`config.mk`:
```
export PLATFORM = sky130hd
export DESIGN_NAME = modular_exponentiation
export DESIGN_NICKNAME = d
export VERILOG_FILES = /design/src/hw/rtl/mexp_pkg.sv /design/src/hw/rtl/mexp_cell.sv /design/src/hw/rtl/mexp_modmul.sv /design/src/hw/rtl/modular_exponentiation.sv
export SDC_FILE = /design/constraint.sdc
export NUM_CORES = 1
export LEC_CHECK = 0
export BUFFER_PORTS_ARGS = -buffer_cell sky130_fd_sc_hd__buf_2
export CAP_MARGIN = 20
export CORE_ASPECT_RATIO = 0.7
export CORE_MARGIN = 2
export CORE_UTILIZATION = 68
export DETAILED_ROUTE_END_ITERATION = 7
export PLACE_DENSITY_LB_ADDON = 0.2
export REMOVE_ABC_BUFFERS = 1
export SLEW_MARGIN = 15
export SYNTH_ARGS = -nofsm -noshare
export SYNTH_HDL_FRONTEND = slang
export SYNTH_HIERARCHICAL = 1
export SYNTH_SLANG_ARGS = --single-unit
```
`constraint.sdc`:
```
create_clock -name clk -period 11.62 [get_ports clk]
set_input_delay 2.324 -clock clk [delete_from_list [all_inputs] [get_ports clk]]
set_output_delay 2.324 -clock clk [all_outputs]
set_load 0.01 [all_outputs]
```
`src/hw/rtl/mexp_pkg.sv`:
```
// shared types and constants for the modular exponentiation block
// no dependencies
package mexp_pkg;

	localparam int unsigned WORD_W = 16;
	localparam int unsigned MOD_BITS_DEF = 16;
	localparam int unsigned MM_BITS = 16;
	localparam int unsigned MM_CNT_W = $clog2(MM_BITS);

	localparam logic REG_EXPONENT = 1'b0;
	localparam logic REG_MODULUS = 1'b1;

	localparam logic [WORD_W-1:0] EXPONENT_RST = 16'd0;
	localparam logic [WORD_W-1:0] MODULUS_RST = 16'd23707;

	typedef enum logic [1:0] {
		ST_IDLE,
		ST_RED,
		ST_MUL,
		ST_OUT
	} state_t;

endpackage

```
`src/hw/rtl/mexp_cell.sv`:
```
// one cell of the multiplier bit chain: holds one operand bit
// and passes it to the next cell each cycle while shift is high; uses no package items
module mexp_cell (
	input  logic clk,
	input  logic load,
	input  logic shift,
	input  logic load_bit,
	input  logic prev_bit,
	output logic bit_q
);

	always_ff @(posedge clk) begin
		if (load) begin
			bit_q <= load_bit;
		end else if (shift) begin
			bit_q <= prev_bit;
		end
	end

endmodule

```
`src/hw/rtl/mexp_modmul.sv`:
```
// interleaved modular multiplier: r = a*b mod n, one bit of b a cycle
// depends on mexp_pkg and mexp_cell
module mexp_modmul (
	input  logic                        clk,
	input  logic                        arst_n,
	input  logic                        start,
	input  logic [mexp_pkg::WORD_W-1:0] a,
	input  logic [mexp_pkg::WORD_W-1:0] b,
	input  logic [mexp_pkg::WORD_W-1:0] n,
	output logic                        done,
	output logic [mexp_pkg::WORD_W-1:0] r
);

	logic [mexp_pkg::MM_BITS-1:0]  chain;
	logic                          run_q;
	logic                          done_q;
	logic [mexp_pkg::MM_CNT_W-1:0] cnt_q;
	logic [mexp_pkg::WORD_W-1:0]   r_q;
	logic [mexp_pkg::WORD_W+1:0]   t1, t2, t3, nx;

	for (genvar i = 0; i < mexp_pkg::MM_BITS; i++) begin : g_cell
		mexp_cell u_cell (
			.clk      (clk),
			.load     (start),
			.shift    (run_q),
			.load_bit (b[i]),
			.prev_bit ((i == 0) ? 1'b0 : chain[(i == 0) ? 0 : i-1]),
			.bit_q    (chain[i])
		);
	end

	// operands stay below n, so 2r + a < 3n: two subtract steps suffice
	always_comb begin
		nx = {2'b00, n};
		t1 = {1'b0, r_q, 1'b0} + (chain[mexp_pkg::MM_BITS-1] ? {2'b00, a} : '0);
		t2 = (t1 >= nx) ? t1 - nx : t1;
		t3 = (t2 >= nx) ? t2 - nx : t2;
	end

	always_ff @(posedge clk or negedge arst_n) begin
		if (!arst_n) begin
			run_q  <= 1'b0;
			done_q <= 1'b0;
			cnt_q  <= '0;
		end else begin
			done_q <= 1'b0;
			if (start) begin
				run_q <= 1'b1;
				cnt_q <= '0;
			end else if (run_q) begin
				cnt_q <= cnt_q + 1'b1;
				if (cnt_q == mexp_pkg::MM_CNT_W'(mexp_pkg::MM_BITS - 1)) begin
					run_q  <= 1'b0;
					done_q <= 1'b1;
				end
			end
		end
	end

	always_ff @(posedge clk) begin
		if (start) begin
			r_q <= '0;
		end else if (run_q) begin
			r_q <= t3[mexp_pkg::WORD_W-1:0];
		end
	end

	assign done = done_q;
	assign r    = r_q;

endmodule

```
`src/hw/rtl/modular_exponentiation.sv`:
```
// top level: square-and-multiply sequencer over two bit-serial modular multipliers
// a zero exponent or zero modulus goes straight to the output state; otherwise one
// reduction step, then one multiply step per exponent bit up to the highest set bit
// each step: launch, 16 operand bits through the cell chain, handoff
// a new word is taken only when idle; busy high through the done strobe; no stall
// reset: exponent 0, modulus 23707, idle; uses mexp_pkg and mexp_modmul
module modular_exponentiation #(
	parameter int unsigned MOD_BITS = mexp_pkg::MOD_BITS_DEF
) (
	input  logic                        clk,
	input  logic                        arst_n,
	input  logic                        start,
	output logic                        busy,
	input  logic [mexp_pkg::WORD_W-1:0] base_value,
	output logic                        done,
	output logic [mexp_pkg::WORD_W-1:0] power_result,
	input  logic                        cfg_we,
	input  logic                        cfg_index,
	input  logic [mexp_pkg::WORD_W-1:0] cfg_wdata
);

	mexp_pkg::state_t            state_q, state_d;
	logic                        launch_q, launch_d;
	logic [mexp_pkg::WORD_W-1:0] exponent_q, modulus_q;
	logic [mexp_pkg::WORD_W-1:0] exp_q, sq_q, acc_q, base_q, res_q;
	logic [mexp_pkg::WORD_W-1:0] base_m, acc_n;
	logic [mexp_pkg::WORD_W-1:0] u0_a, u0_b, r0, r1;
	logic                        d0, d1;
	logic                        accept;

	assign accept = start && (state_q == mexp_pkg::ST_IDLE);

	always_comb begin
		for (int i = 0; i < mexp_pkg::WORD_W; i++) begin
			base_m[i] = (i < MOD_BITS) ? base_value[i] : 1'b0;
		end
	end

	assign u0_a  = (state_q == mexp_pkg::ST_RED) ? mexp_pkg::WORD_W'(1) : acc_q;
	assign u0_b  = (state_q == mexp_pkg::ST_RED) ? base_q : sq_q;
	assign acc_n = exp_q[0] ? r0 : acc_q;

	mexp_modmul u_mul_acc (
		.clk    (clk),
		.arst_n (arst_n),
		.start  (launch_q),
		.a      (u0_a),
		.b      (u0_b),
		.n      (modulus_q),
		.done   (d0),
		.r      (r0)
	);

	mexp_modmul u_mul_sq (
		.clk    (clk),
		.arst_n (arst_n),
		.start  (launch_q),
		.a      (sq_q),
		.b      (sq_q),
		.n      (modulus_q),
		.done   (d1),
		.r      (r1)
	);

	always_comb begin
		state_d  = state_q;
		launch_d = 1'b0;
		case (state_q)
			mexp_pkg::ST_IDLE: begin
				if (start) begin
					if (exponent_q == '0 || modulus_q == '0) begin
						state_d = mexp_pkg::ST_OUT;
					end else begin
						state_d  = mexp_pkg::ST_RED;
						launch_d = 1'b1;
					end
				end
			end
			mexp_pkg::ST_RED: begin
				if (d0) begin
					state_d  = mexp_pkg::ST_MUL;
					launch_d = 1'b1;
				end
			end
			mexp_pkg::ST_MUL: begin
				if (d0 && d1) begin
					if (exp_q[mexp_pkg::WORD_W-1:1] == '0) begin
						state_d = mexp_pkg::ST_OUT;
					end else begin
						launch_d = 1'b1;
					end
				end
			end
			mexp_pkg::ST_OUT: begin
				state_d = mexp_pkg::ST_IDLE;
			end
			default: begin
				state_d = mexp_pkg::ST_IDLE;
			end
		endcase
	end

	always_ff @(posedge clk or negedge arst_n) begin
		if (!arst_n) begin
			state_q    <= mexp_pkg::ST_IDLE;
			launch_q   <= 1'b0;
			exponent_q <= mexp_pkg::EXPONENT_RST;
			modulus_q  <= mexp_pkg::MODULUS_RST;
		end else begin
			state_q  <= state_d;
			launch_q <= launch_d;
			if (cfg_we) begin
				if (cfg_index == mexp_pkg::REG_EXPONENT) begin
					exponent_q <= cfg_wdata;
				end else begin
					modulus_q <= cfg_wdata;
				end
			end
		end
	end

	always_ff @(posedge clk) begin
		if (accept) begin
			base_q <= base_m;
			exp_q  <= exponent_q;
			// zero exponent gives 1 unreduced (also with zero modulus), else zero modulus gives 0
			res_q  <= (exponent_q == '0) ? mexp_pkg::WORD_W'(1) : '0;
		end
		if (state_q == mexp_pkg::ST_RED && d0) begin
			sq_q  <= r0;
			acc_q <= (modulus_q == mexp_pkg::WORD_W'(1)) ? '0 : mexp_pkg::WORD_W'(1);
		end
		if (state_q == mexp_pkg::ST_MUL && d0 && d1) begin
			acc_q <= acc_n;
			sq_q  <= r1;
			exp_q <= exp_q >> 1;
			res_q <= acc_n;
		end
	end

	assign busy         = (state_q != mexp_pkg::ST_IDLE);
	assign done         = (state_q == mexp_pkg::ST_OUT);
	assign power_result = res_q;

endmodule
```
* Word-level counts from Yosys, hierarchy flattened *
Index checks and enable logic that the tools add are counted.

storage, ports and cells
  register bits = 191
  input port bits = 37
  logic and storage cells = 202

cells by class
  add/subtract/negate cells = 8
  order comparisons = 4
  eq/ne operators = 10
  mux-type cells = 111
  bitwise gates (word level) = 1
  reduce and logical (&&, ||, !) cells = 18

operators by type and width
  operator                                         count
  two-way mux 16 bit                               13
  two-way mux 1 bit                                83
  >= comparator 18 x 16 -> 1 bit                   4
  adder 17 x 18 -> 18 bit                          2
  two-way mux 18 bit                               2
  subtractor 18 x 16 -> 18 bit                     2
  logical NOT 16 bit                               2
  subtractor 16 bit                                2
  two-way mux 15 bit                               2
  == test 16 x 1 -> 1 bit (second input constant)  1
  two-way mux 4 bit                                4
  logical NOT 15 bit                               1
  two-way mux 2 bit                                5
  nonzero test 2 bit                               5
  adder 4 x 1 -> 4 bit (second input constant)     2
  == test 4 bit (second input constant)            2
  one-hot mux 2 bit (4 select lines)               1
  inequality test 2 bit (second input constant)    3
  logical AND 1 bit                                5
  == test 2 bit (second input constant)            2
  AND reduction 2 bit                              2
  AND reduction 4 bit                              1
  one-hot mux 1 bit (3 select lines)               1
  == test 2 x 1 -> 1 bit (second input constant)   1
  other kinds (4)                                  4

* Depth between registers and ports, before layout *
  depth after elaboration = 8
  depth in mapped cells = 38

* Cells and area by module *
The synthesis kept the hierarchy.

modules (own cells, without submodules)
  module                    instances  cells each  area an instance (µm²)
  modular_exponentiation    1          373         4869.7
  mexp_modmul at u_mul_acc  1          476         3699.8
  mexp_modmul at u_mul_sq   1          452         3578.4
  mexp_cell                 32         3           51.3

* Worst setup path after synthesis *
OpenSTA, ideal clock, no wires.

  kind = flip-flop to flip-flop
  from = register state_q[1]
  to = register u_mul_acc.r_q, in the netlist u_mul_acc/r[10]
  setup time = 0.139 ns
  arrival = 6.962 ns
  data required time = 11.481 ns
  slack = 4.519 ns
  cell stages (with the launch flop) = 35
  path buffers = 6
  cell sequence = dfrtp_1 inv_1 ha_1 clkbuf_1 clkbuf_1 nor2b_1 and2_1 ha_1 inv_1 fa_1 nor2b_1 o31a_1 o21ai_1 a31oi_1 and4_1 or3_1 ha_1 buf_1 and2_1 a2111o_1 nor3_4 buf_6 mux2_4 ha_1 nand4_1 a211oi_1 o41ai_1 a21oi_1 o311ai_0 nand4_1 a21oi_1 buf_4 buf_6 mux2i_1 a211oi_1

on the way
  longest elaborated chain between the ends = 8
  elaborated cells on any way between the ends = 10
  classes of those cells = 3 x add/sub; 2 x order compare; 1 x eq/ne; 4 x mux

RTL lines
  element                                                                         line                           RTL
  start: declaration                                                              modular_exponentiation.sv:22   mexp_pkg::state_t state_q, state_d;
  start signal: assignment                                                        modular_exponentiation.sv:105  state_q <= mexp_pkg::ST_IDLE;
  start signal: assignment                                                        modular_exponentiation.sv:110  state_q <= state_d;
  == test 2 x 1 -> 1 bit (*)                                                      modular_exponentiation.sv:39   assign u0_a = (state_q == mexp_pkg::ST_RED) ? mexp_pkg::WORD_W'(1) : acc_q;
  two-way mux 16 bit (*)                                                          modular_exponentiation.sv:39
  net u0_a (one bit)                                                              modular_exponentiation.sv:27   logic [mexp_pkg::WORD_W-1:0] u0_a, u0_b, r0, r1;
  two-way mux 16 bit (*)                                                          mexp_modmul.sv:35              t1 = {1'b0, r_q, 1'b0} + (chain[mexp_pkg::MM_BITS-1] ? {2'b00, a} : '0);
  adder 17 x 18 -> 18 bit (*)                                                     mexp_modmul.sv:35
  subtractor 18 x 16 -> 18 bit or >= comparator 18 x 16 -> 1 bit (tied branches)  mexp_modmul.sv:36              t2 = (t1 >= nx) ? t1 - nx : t1;
  two-way mux 18 bit (*)                                                          mexp_modmul.sv:36
  subtractor 16 bit or >= comparator 18 x 16 -> 1 bit (tied branches)             mexp_modmul.sv:37              t3 = (t2 >= nx) ? t2 - nx : t2;
  two-way mux 16 bit (*)                                                          mexp_modmul.sv:37
  end signal: assignment                                                          mexp_modmul.sv:64              r_q <= t3[mexp_pkg::WORD_W-1:0];
  end: declaration                                                                mexp_modmul.sv:18              logic [mexp_pkg::WORD_W-1:0] r_q;

Mark *: on every way through the listed nets, which the timed path passes. The rest lies on a longest branch.
A chain may end at the register's enable or synchronous reset.

* Worst setup path in the final report *
  from = register state_q[1]
  to = register u_mul_acc.r_q, in the netlist u_mul_acc/r[1]

on the way
  longest elaborated chain between the ends = 8
  elaborated cells on any way between the ends = 10
  classes of those cells = 3 x add/sub; 2 x order compare; 1 x eq/ne; 4 x mux

RTL lines
  element                                                                         line
  == test 2 x 1 -> 1 bit (*)                                                      modular_exponentiation.sv:39
  two-way mux 16 bit (*)                                                          modular_exponentiation.sv:39
  net u0_a (one bit)                                                              modular_exponentiation.sv:27
  two-way mux 16 bit (*)                                                          mexp_modmul.sv:35
  adder 17 x 18 -> 18 bit (*)                                                     mexp_modmul.sv:35
  subtractor 18 x 16 -> 18 bit or >= comparator 18 x 16 -> 1 bit (tied branches)  mexp_modmul.sv:36
  two-way mux 18 bit (*)                                                          mexp_modmul.sv:36
  >= comparator 18 x 16 -> 1 bit or subtractor 16 bit (tied branches)             mexp_modmul.sv:37
  two-way mux 16 bit (*)                                                          mexp_modmul.sv:37

Marked as above.

==> out/qor.yml <==
status:
  status: "complete, no violations"
yosys:
  synth_area_um2: 13800
  synth-async-reset-ratio: 0.246
  synth_edf_count: 111
  synthFlopType: "edfxtp_1"
  synth_top_area_frac: 0.242
  yosysSeqAreaShare: 0.376
  postSynthCellCount: 1397
  synthTopCellsByArea: "edfxtp_1 (24%), ha_1 (9.1%), dfrtp_1 (6.9%)"
  syn_avg_cell_area_um2: 9.87
  synth_cell_types: 84
  yosys_register_bits: 191
  synth_top_cell_by_area: "edfxtp_1"
  yosysWarnings: 6
final_layout:
  design_area_um2: 14900
  nets: 1579
  final_common_cell: "nand2_1"
  drive_gt1_frac: 0.190
  stdcell_count: 1719
  fin_util: 0.749
  layout_common_cells: "nand2_1 (148), nor2_1 (113), edfxtp_1 (111)"
  antennaDiodeCount: 0
  areaGrowthSynthToFinish_pct: 7.83
run:
  cap_violations: 0
clock_tree:
  cts_setup_buffers: 0
  clockBufferDepth: 2
  cts_tree: "done"
  ctsHoldBuffers: 0
  cts_resized: 0
  clk_pin_slew_worst_paths_ns: 0.08
  cts_root_buf: "clkbuf_16"
  htree_levels: 4
  cts_made_buffers: 17
  cts_sinks: 191
  clock_latency_ns: 0.45
global_routing:
  gr-total-overflow: 0
  track_usage: 0.342
  grt_pass1_wl_um: 55400
  antenna_found_initial: 0
  grt_pass1_vias: 9892
  grt_max_degree: 84
place:
  dpl_cell_area_um2: 14300
  dp.cells: 1686
  place.gp.congestion: 1.02
  port_buffers: 54
  dp_hpwl_um: 27500
worst_setup_path:
  cp_max_fo: 18
  rrSetupSlack_ns: 2.99
  crit_top_cell: "ha_1"
  end_kind: "flip-flop"
  crit_slowest_cell: "nor3_4"
  cp.required_ns: 11.96
  r2r_cells: 30
  cp_top_family: "compound AO/OA/AOI/OAI gates"
  max_stage_delay_ns: 0.69
  rr_startpoint: "state_q[1]"
  path_buf_inv: 2
  arrival_ns: 8.97
  r2r_end: "u_mul_acc/r[1]"
  crit_type: "flip-flop to flip-flop"
  start_kind: "flip-flop"
sta:
  relSlewSlack: 0.332
  worstMarginPinSlew_ns: 1.00
  final_hold_viol_count: 0
  period_needed_ns: 8.63
  max_freq_ghz: 0.116
  rsz0062_at_grt: "no"
  report.final.slew_viol_count: 0
  skew_ns: 0.0129
  fin_tns_setup_ns: 0
  post-route-period-util: 0.743
  finalSetupViolations: 0
drt:
  vias_per_cell: 6.37
  drtAntennaViolNets: 0
  drt_iter0_drc: 1193
  drc: 0
  wirelength_um: 36300
  dr.pass1.iters: 6
  vias: 11000
  wl_per_cell_um: 21.1
die:
  core_area_um2: 19900
  io_pins: 55
  chipWidth_um: 174
  die_h_um: 123
  start_util: 0.695
  dieArea_um2: 21500
  num_rows: 43
worst_hold_path:
  hold_depth: 2
  hp-start: "u_mul_sq/r[14]"
  min_to: "u_mul_sq/r[14]"
  hp-class: "flip-flop to flip-flop"
==> how the worst max path moves through the flow <==
| stage | start | end | cells past startpoint |
|---|---|---|---|
| after floorplan | state_q[1] | u_mul_acc/r[7] | 30 |
| after global placement | state_q[1] | u_mul_acc/r[1] | 30 |
| after detailed placement | state_q[1] | u_mul_acc/r[1] | 31 |
| after CTS | state_q[1] | u_mul_acc/r[1] | 31 |
| after global routing | state_q[1] | u_mul_acc/r[1] | 31 |
| final | state_q[1] | u_mul_acc/r[1] | 30 |
==> per-layer routing <==
metal	part of all wire	global-route usage
met5	0	0
met4	0.018	0.0982
met3	0.10	0.0846
met2	0.40	0.469
met1	0.48	0.529
==> cells by family (layout without fill, tap and decap cells) <==
logic type | Yosys count | after routing | share of synthesized area
simple gates | 477 | 477 | 0.170
compound gates | 296 | 296 | 0.150
flops | 191 | 191 | 0.376
mux | 147 | 147 | 0.125
buf+inv | 107 | 159 | 0.0338
fa+ha+maj | 106 | 106 | 0.0994
xor+xnor | 71 | 71 | 0.0451
other cells | 2 | 2 | 0.000545
==> sequential cells by signal, indices dropped and copies added (netlist names), 16 cells and up <==
| name | count |
|---|---|
| acc_q | 16 |
| base_q | 16 |
| exp_q | 16 |
| exponent_q | 16 |
| modulus_q | 16 |
| power_result | 16 |
| sq_q | 16 |
| u_mul_acc/g_cell.u_cell/bit_q | 16 |
| u_mul_acc/r | 16 |
| u_mul_sq/g_cell.u_cell/bit_q | 16 |
| u_mul_sq/r | 16 |
==> cell type report <==
class	count	area, um^2
Fill cell	1410	4980
Inverter	61	229
Tap cell	270	338
Sequential cell	191	5180
Multi-Input combinational cell	1099	8150
Timing Repair Buffer	66	380
Clock inverter	13	153
Clock buffer	19	433
==> per-stage QoR <==
stage          setup WS [ns]  hold slack [ns]
2_1_floorplan           3.29            0.449
6_report                2.99            0.514
5_1_grt                 2.40            0.542
4_1_cts                 3.23            0.512
3_5_place_dp            3.31            0.501
3_3_place_gp            3.16            0.486
==> worst register-to-register path, delay by kind of cell, from the launching register on <==
kind,cells,cell delay (ns)
adder cells (fa/ha/maj),4,1.62
AND/OR/NAND/NOR,8,1.68
multiplexers,1,0.44
XOR/XNOR,1,0.38
AO/OA/AOI/OAI,14,3.64
buffers and inverters,2,0.34
flip-flops,1,0.42
==> Yosys cell counts, drive strengths merged (9+ instances only) <==
master	instances
a211oi	35
a21o	23
a21oi	69
a31oi	9
and2	32
buf	20
clkbuf	26
dfrtp	38
dfstp	9
dfxtp	33
edfxtp	111
ha	100
inv	60
mux2	105
mux2i	42
nand2	148
nand2b	11
nand3	19
nand4	16
nor2	113
nor2b	32
nor3	18
nor4	17
o21a	29
o21ai	41
o31a	10
o31ai	9
or2	44
xnor2	48
xor2	23
Power is not shown: default switching activity piles up to over one toggle a cycle in this logic, so the estimate is an artifact.
